## config.mk

```make
export PLATFORM = sky130hd
export DESIGN_NAME = eager_press_debouncer_top
export DESIGN_NICKNAME = d
export VERILOG_FILES = /design/src/hw/rtl/epd_pkg.sv /design/src/hw/rtl/epd_cfg.sv /design/src/hw/rtl/epd_core.sv /design/src/hw/rtl/eager_press_debouncer_top.sv
export SDC_FILE = /design/constraint.sdc
export NUM_CORES = 1
export LEC_CHECK = 0
export BUFFER_PORTS_ARGS = -buffer_cell sky130_fd_sc_hd__buf_4
export CAP_MARGIN = 20
export CORE_ASPECT_RATIO = 0.6
export CORE_MARGIN = 5
export CORE_UTILIZATION = 55
export CTS_BUF_LIST = sky130_fd_sc_hd__clkbuf_4 sky130_fd_sc_hd__clkbuf_8 sky130_fd_sc_hd__clkbuf_16
export DETAILED_ROUTE_END_ITERATION = 7
export GPL_ROUTABILITY_DRIVEN = 0
export PLACE_DENSITY = 0.74
export SYNTH_ARGS = -nofsm -noshare
export SYNTH_HDL_FRONTEND = slang
export SYNTH_SLANG_ARGS = --single-unit
```

## constraint.sdc

```tcl
create_clock -name i_clk -period 18.8 [get_ports i_clk]
set_clock_uncertainty 0.05 [all_clocks]
set_input_delay 5.64 -clock i_clk [delete_from_list [all_inputs] [get_ports i_clk]]
set_output_delay 5.64 -clock i_clk [all_outputs]
set_load 0.005 [all_outputs]
```

## src/hw/rtl/epd_pkg.sv

```systemverilog
// ----------------------------------------------------------------------------
// epd_pkg
// Shared types and constants for the eager press debouncer.
// ----------------------------------------------------------------------------
package epd_pkg;

    localparam int TIME_W      = 32;
    localparam int MS_CFG_W    = 16;
    localparam int CFG_IDX_W   = 8;
    localparam int IN_TDATA_W  = 40;
    localparam int OUT_TDATA_W = 72;

    // configuration register indexes
    typedef enum logic [CFG_IDX_W-1:0] {
        REG_DEBOUNCE = 8'd0,
        REG_HOLDOFF  = 8'd1
    } t_cfg_reg;

    typedef struct packed {
        logic [MS_CFG_W-1:0] holdoff_ms;
        logic [MS_CFG_W-1:0] debounce_ms;
    } t_cfg;

    // first field in the highest bits
    typedef struct packed {
        logic [TIME_W-1:0] now_ms;
        logic              raw_level;
    } t_in_item;

    typedef struct packed {
        logic [TIME_W-1:0] last_duration;
        logic [TIME_W-1:0] active_duration;
        logic              release_edge;
        logic              press_edge;
        logic              pressed;
    } t_result;

    localparam int IN_ITEM_W = $bits(t_in_item);
    localparam int RESULT_W  = $bits(t_result);

endpackage

```

## src/hw/rtl/epd_cfg.sv

```systemverilog
// ----------------------------------------------------------------------------
// epd_cfg
// Configuration register file: debounce time and release hold-off window.
// ----------------------------------------------------------------------------
module epd_cfg (
    input  logic                           i_clk,
    input  logic                           i_rst_n,
    input  logic                           i_cfg_valid,
    output logic                           o_cfg_ready,
    input  logic [epd_pkg::CFG_IDX_W-1:0]  i_cfg_index,
    input  logic [epd_pkg::MS_CFG_W-1:0]   i_cfg_data,
    output epd_pkg::t_cfg                  o_cfg
);
    import epd_pkg::*;

    t_cfg r_cfg;
    t_cfg n_cfg;

    assign o_cfg_ready = 1'b1;
    assign o_cfg       = r_cfg;

    always_comb begin
        n_cfg = r_cfg;
        if (i_cfg_valid) begin
            unique case (i_cfg_index)
                REG_DEBOUNCE: n_cfg.debounce_ms = i_cfg_data;
                REG_HOLDOFF:  n_cfg.holdoff_ms  = i_cfg_data;
                default: begin
                    // unknown index, write dropped
                    n_cfg = r_cfg;
                end
            endcase
        end
    end

    always_ff @(posedge i_clk) begin
        if (!i_rst_n) begin
            r_cfg.debounce_ms <= MS_CFG_W'(10);
            r_cfg.holdoff_ms  <= '0;
        end else begin
            r_cfg <= n_cfg;
        end
    end

endmodule

```

## src/hw/rtl/epd_core.sv

```systemverilog
// ----------------------------------------------------------------------------
// epd_core
// Debounce state and single-pass next-state logic for one sample.
// ----------------------------------------------------------------------------
module epd_core (
    input  logic               i_clk,
    input  logic               i_rst_n,
    input  logic               i_step,
    input  epd_pkg::t_in_item  i_item,
    input  epd_pkg::t_cfg      i_cfg,
    output epd_pkg::t_result   o_result
);
    import epd_pkg::*;

    logic              r_prev_raw;
    logic              r_deb_level;
    logic [TIME_W-1:0] r_change_time;
    logic [TIME_W-1:0] r_press_start;
    logic [TIME_W-1:0] r_press_length;
    logic [TIME_W-1:0] r_release_stamp;

    logic              n_deb_level;
    logic [TIME_W-1:0] n_change_time;
    logic [TIME_W-1:0] n_press_start;
    logic [TIME_W-1:0] n_press_length;
    logic [TIME_W-1:0] n_release_stamp;

    logic [TIME_W-1:0] w_since_release;
    logic [TIME_W-1:0] w_since_change;
    logic              w_blocked;
    logic              w_release_ok;

    always_comb begin
        // a raw change restarts the stability timer for this very sample
        n_change_time = (i_item.raw_level != r_prev_raw) ? i_item.now_ms : r_change_time;

        w_since_release = i_item.now_ms - r_release_stamp;
        w_since_change  = i_item.now_ms - n_change_time;
        // a zero stamp means no release seen yet
        w_blocked    = (r_release_stamp != '0) &&
                       (w_since_release < {{(TIME_W-MS_CFG_W){1'b0}}, i_cfg.holdoff_ms});
        w_release_ok = (w_since_change >= {{(TIME_W-MS_CFG_W){1'b0}}, i_cfg.debounce_ms});

        n_deb_level     = r_deb_level;
        n_press_start   = r_press_start;
        n_press_length  = r_press_length;
        n_release_stamp = r_release_stamp;

        if (i_item.raw_level && !r_deb_level) begin
            if (!w_blocked) begin
                n_deb_level    = 1'b1;
                n_press_start  = i_item.now_ms;
                n_press_length = '0;
            end
        end else if (!i_item.raw_level && r_deb_level) begin
            if (w_release_ok) begin
                n_deb_level     = 1'b0;
                n_press_length  = i_item.now_ms - r_press_start;
                n_release_stamp = i_item.now_ms;
            end
        end

        o_result.pressed         = n_deb_level;
        o_result.press_edge      = n_deb_level && !r_deb_level;
        o_result.release_edge    = !n_deb_level && r_deb_level;
        o_result.active_duration = n_deb_level ? (i_item.now_ms - n_press_start) : '0;
        o_result.last_duration   = n_press_length;
    end

    always_ff @(posedge i_clk) begin
        if (!i_rst_n) begin
            r_prev_raw      <= 1'b0;
            r_deb_level     <= 1'b0;
            r_change_time   <= '0;
            r_press_start   <= '0;
            r_press_length  <= '0;
            r_release_stamp <= '0;
        end else if (i_step) begin
            r_prev_raw      <= i_item.raw_level;
            r_deb_level     <= n_deb_level;
            r_change_time   <= n_change_time;
            r_press_start   <= n_press_start;
            r_press_length  <= n_press_length;
            r_release_stamp <= n_release_stamp;
        end
    end

endmodule

```

## src/hw/rtl/eager_press_debouncer_top.sv

```systemverilog
// ----------------------------------------------------------------------------
// eager_press_debouncer_top
// Button debouncer: immediate press, timed release, hold-off after release.
// ----------------------------------------------------------------------------
// Usage:
//   Slave stream carries one raw button sample plus a millisecond time stamp
//   per transaction. Master stream returns exactly one result per sample:
//   debounced level, press/release edges, running and last press duration.
//   Config channel writes debounce_ms (index 0) and holdoff_ms (index 1);
//   it is always ready, and should be written only while the block is idle.
// Data path: an accepted sample sits in the input register; its result is
//   registered in the result register and shown on the master side.
// Throughput: one sample per cycle while m_axis_tready is high; the state update
//   is one pass of 32-bit subtract/compare operations between the two registers.
// Reset: synchronous active-low; clears all debounce state, both pipeline
//   valid bits, and loads debounce_ms = 10, holdoff_ms = 0.
// Back-pressure: when m_axis_tready is low the result holds, the input
//   register still takes one more sample, after which s_axis_tready drops.
// ----------------------------------------------------------------------------
module eager_press_debouncer_top (
    input  logic                             i_clk,
    input  logic                             i_rst_n,
    input  logic                             s_axis_tvalid,
    output logic                             s_axis_tready,
    // [0] raw_level, [32:1] now_ms, [39:33] zero
    input  logic [epd_pkg::IN_TDATA_W-1:0]   s_axis_tdata,
    output logic                             m_axis_tvalid,
    input  logic                             m_axis_tready,
    // [0] pressed, [1] press_edge, [2] release_edge, [34:3] active_duration,
    // [66:35] last_duration, [71:67] zero
    output logic [epd_pkg::OUT_TDATA_W-1:0]  m_axis_tdata,
    input  logic                             i_cfg_valid,
    output logic                             o_cfg_ready,
    input  logic [epd_pkg::CFG_IDX_W-1:0]    i_cfg_index,
    input  logic [epd_pkg::MS_CFG_W-1:0]     i_cfg_data
);
    import epd_pkg::*;

    t_cfg     w_cfg;
    t_result  w_result;
    logic     w_out_free;
    logic     w_step;
    logic     w_in_take;

    logic     r_in_vld;
    t_in_item r_in_item;
    logic     r_out_vld;
    t_result  r_out_data;

    epd_cfg u_cfg (
        .i_clk       (i_clk),
        .i_rst_n     (i_rst_n),
        .i_cfg_valid (i_cfg_valid),
        .o_cfg_ready (o_cfg_ready),
        .i_cfg_index (i_cfg_index),
        .i_cfg_data  (i_cfg_data),
        .o_cfg       (w_cfg)
    );

    epd_core u_core (
        .i_clk    (i_clk),
        .i_rst_n  (i_rst_n),
        .i_step   (w_step),
        .i_item   (r_in_item),
        .i_cfg    (w_cfg),
        .o_result (w_result)
    );

    assign w_out_free    = !r_out_vld || m_axis_tready;
    assign w_step        = r_in_vld && w_out_free;
    assign s_axis_tready = !r_in_vld || w_out_free;
    assign w_in_take     = s_axis_tvalid && s_axis_tready;

    assign m_axis_tvalid = r_out_vld;
    assign m_axis_tdata  = {{(OUT_TDATA_W-RESULT_W){1'b0}}, r_out_data};

    always_ff @(posedge i_clk) begin
        if (!i_rst_n) begin
            r_in_vld  <= 1'b0;
            r_out_vld <= 1'b0;
        end else begin
            if (w_in_take) begin
                r_in_vld <= 1'b1;
            end else if (w_step) begin
                r_in_vld <= 1'b0;
            end
            if (w_out_free) begin
                r_out_vld <= r_in_vld;
            end
        end
    end

    always_ff @(posedge i_clk) begin
        if (w_in_take) begin
            r_in_item <= t_in_item'(s_axis_tdata[IN_ITEM_W-1:0]);
        end
        if (w_step) begin
            r_out_data <= w_result;
        end
    end

endmodule

```

; Yosys cells after proc, flatten, opt, wreduce, memory -nomap -nowiden
; Index checks and enable logic that the tools add are counted.
[totals]
regBits = 264
inputBits = 69
output_inout_bits = 75
word_cells = 59
[op_classes]
n_addsub = 4
magnitude_cmp = 2
eq_ne = 2
mux = 13
n_bitwise = 1
reduce_logical = 20
[op_table]
columns = operator, count
row1 = 32-bit 2-to-1 mux, 7
row2 = 32-bit subtractor, 4
row3 = 32-bit by 16-bit greater-or-equal comparator with 1-bit output, 1
row4 = 32-bit by 16-bit < comparator with 1-bit output, 1
row5 = 32-bit nonzero test, 1
row6 = "8-bit by 1-bit equality test with 1-bit output, second input constant", 1
row7 = 8-bit logical NOT, 1
row8 = 1-bit logical AND, 7
row9 = 1-bit 2-to-1 mux, 6
row10 = 1-bit logical NOT, 5
row11 = 2-bit AND reduction, 2
row12 = 4-bit AND reduction, 1
row13 = 1-bit logical OR, 2
row14 = 2-bit nonzero test, 1
row15 = 1-bit != test, 1
row16 = 1-bit NOT, 1

; Depth between registers and ports, before layout
[depth]
ltp_word = 9
ltp_mapped = 42
depth_no_buf = 38

; By module
; From an unflattened synthesis, not the netlist that was laid out.
[unflattened]
hier_cells = 2273
area_unflattened_um2 = 18949.4
[by_module_without_submodules]
columns = mod, instances, cells_per_inst, area_each_um2, seq_area_each_um2
row1 = epd_core, 1, 2027, 14473.9, 2602.5
row2 = eager_press_debouncer_top, 1, 115, 3148.0, 3042.9
row3 = epd_cfg, 1, 131, 1327.5, 640.6

; Worst setup path after synthesis
; OpenSTA, ideal clock, no wires.
[synth_timing]
kind = input to output
start = in m_axis_tready
end = out s_axis_tready
arrival_ns = 5.907
t_required_ns = 13.110
slack_ns = 7.203
path_stages = 2
n_path_buf = 0
path_cell_list = nor2b_1 > nand2_1
[synth_between]
elab_chain_len = 2
[synth_rtl]
columns = item, line_no
row1 = from (decl), eager_press_debouncer_top.sv:28  ; input logic m_axis_tready,
row2 = 1-bit logical OR, eager_press_debouncer_top.sv:69  ; assign w_out_free = !r_out_vld || m_axis_tready;
row3 = 1-bit logical OR, eager_press_debouncer_top.sv:71  ; assign s_axis_tready = !r_in_vld || w_out_free;
row4 = to (decl), eager_press_debouncer_top.sv:24  ; output logic s_axis_tready,
; Every way passes these cells.

; Worst setup path in the final report
; Same ends and word-level chain as after synthesis.

==> impl_metrics.ini <==
[setup_path]
timing.critical_path.from = m_axis_tready
rr_endpoint = m_axis_tdata[31]
path_common_cell = buf_4
critPathArrivalTime_ns = 6.20
startpoint_type = primary input
critPathMaxStageDelay_ns = 0.21
criticalPathCategory = primary input to output pin
end_kind = output pin
critical_path_peak_fanout = 4
cp-endpoint = s_axis_tready
worst_path_max_delay_cell = nor2b_1
reg2reg_from = r_in_item[2]
r2r_cells = 37
critPathRequiredTime_ns = 13.11
crit_chain = buf_4, nor2b_1, nand2_1, buf_4
ff2ff_setup_slack_ns = 8.40

[clocking]
cts_htree_levels = 1
clk_path_buf_depth = 3
post_cts_buffers = 0
numCtsBuffers = 26
cts_resized = 0
clk_latency_ns = 0.56
cts_tree = yes
path_clk_slew_ns = 0.06
cts_root_buf = clkbuf_16
cts_hold_buf = 0
cts.sinks = 264

[detailed_routing]
wire_per_inst_um = 19.97
drt_iter0_markers = 1962
drtPass1Iterations = 6
drt-vias-per-instance = 6.168
totalWireLength_um = 54290
drcViolationCount = 0
vias = 16771
ant_nets = 0

[logic_synthesis]
synthFlopType = dfxtp_1
synth-seq-area-share_pct = 34.09
ys_async_sr_fraction_pct = 0
synth.cell_area_um2 = 18440
synth_area_leaders = dfxtp_1 18%, edfxtp_1 16%, ha_1 9.6%
yosys.area.top_type = dfxtp_1
syn_inst = 2167
avgSynthCellArea_um2 = 8.510
synth_top_area_share_pct = 17.80
synth-edff-count = 100
ys_warn_count = 0
ys_ff_latch = 264
synth_cell_types = 90

[timing]
fmax_ghz = 0.08414
timing.final.hold_violations = 0
tns_ns = 0
slew_headroom_pct = 29.63
setup_viol = 0
drv_slew = 0
worstMarginPinSlew_ns = 1.053
period_needed_ns = 11.89
min_period_over_period_pct = 63.22
rsz0062_at_grt = no

[cells_and_area]
nets = 2463
antennaDiodeCount = 0
fill_cells = 2798
syn_to_final_growth_pct = 12.04
drive_above_1_share_pct = 10.09
fin_util_pct = 63.12

[pwr]
p_leak_nw = 8.346
ir_drop_v = 0.00006514
power.density_nw_per_um2 = 78.76

[global_routing]
antenna_found_initial = 0
grt_use_total_pct = 27.50
grt-ovfl-total = 0
grt_pass1_wl_um = 83810
grt_max_degree = 102
grt_pass1_vias = 15261

[min_path]
hp-start = u_core.r_press_length[0]
min_path_type = flop to flop

[floorplanning]
core_area_um2 = 32740
start_util_pct = 56.34
ioPinCount = 144
row_count = 51
die_h_um = 151.8
die_w_um = 246.4
design.die.area_um2 = 37410

[placed_design]
portBuffers = 130
hpwl_um = 39610

[flow_run]
maxCapViolations = 0

[status]
status = completed
-- sequential cells by signal (all words and copies together) (netlist names) --
signal / count
m_axis_tvalid: 1
m_axis_tdata: 67
u_core.r_deb_level: 1
u_core.r_prev_raw: 1
u_core.r_change_time: 32
u_core.r_press_start: 32
r_in_item: 33
u_cfg.o_cfg: 32
u_core.r_release_stamp: 32
u_core.r_press_length: 32
r_in_vld: 1
-- layout by cell type, fill, tap and decap left out, types with 74 or more instances in the layout --
master / instances
inv_1: 133
nor2b_1: 90
nand3_1: 74
nor2_1: 135
dfxtp_1: 164
nand2_1: 221
o21ai_0: 120
mux2i_1: 89
ha_1: 141
edfxtp_1: 100
a21oi_1: 183
buf_4: 151
-- area by class of cell --
type	instances	area, um2	share of cell area [%]
clock inverters	12	128.9	0.6238
inverters	136	515.5	2.495
multi-input cells	1669	11240	54.39
repair buffers	152	1145	5.541
clock buffers	36	784.5	3.797
well taps	450	563.0	2.725
flip-flops and latches	264	6286	30.42
-- through the flow --
step	setup slack (ns)	cells	hold WS (ns)	power (W)	cell area, um2
after floorplan	7.203	2171	0.3820	0.0009460	18460
after global placement	6.934	2670	0.3942	0.001057	19740
after detailed placement	6.921	2670	0.3980	0.001070	19740
after CTS	6.918	2718	0.4168	0.001625	20650
after global routing	6.865	2719	0.4306	0.001702	20660
final	6.915	2719	0.4159	0.001627	20660
-- report_power, final --
part / internal, W / total [W] / switching, W
clock network: 0.000322 / 0.000554 / 0.000232
registers: 0.000620 / 0.000643 / 0.0000232
logic: 0.000172 / 0.000430 / 0.000259
total: 0.00111 / 0.00163 / 0.000514
-- metal layers --
layer / vias up / share of wire [%] / global-route usage (%)
met5: - / 0 / 0
met4: 0 / 1.9 / 4.858
met3: 90 / 13 / 8.117
met2: 855 / 40 / 38.08
met1: 7846 / 46 / 42.63
li1: 7980 / - / -
-- kinds of logic after synthesis --
logic type | share of synthesized area, %
simple gates | 18.94
compound gates | 22.55
flops | 34.09
buf+inv | 5.231
fa+ha+maj | 10.16
mux | 5.014
xor+xnor | 3.983
other cells | 0.04072
-- worst min path at each step --
stage | endpoint | depth (start not counted)
floorplan | u_core.r_press_length[0] | 1
global placement | u_core.r_press_length[0] | 1
detailed placement | u_core.r_press_length[23] | 1
CTS | u_core.r_press_length[0] | 1
global route | u_core.r_press_length[23] | 1
finish | u_core.r_press_length[0] | 1
-- synthesized netlist by cell type, drive strengths merged, types with 26 or more instances --
master / number
a211oi: 27
a21boi: 48
a21o: 47
a21oi: 185
and2: 26
buf: 40
clkbuf: 62
dfxtp: 164
edfxtp: 100
ha: 141
inv: 135
mux2i: 89
nand2: 221
nand2b: 39
nand3: 74
nor2: 138
nor2b: 90
nor3: 30
o211a: 31
o21ai: 130
xnor2: 47
xor2: 36
-- critical path, delay by kind of cell --
kind | cells | cell delay [ns]
buffers and inverters | 2 | 0.25
and+or+nand+nor | 2 | 0.31
Power figures use the tool's default switching activity.
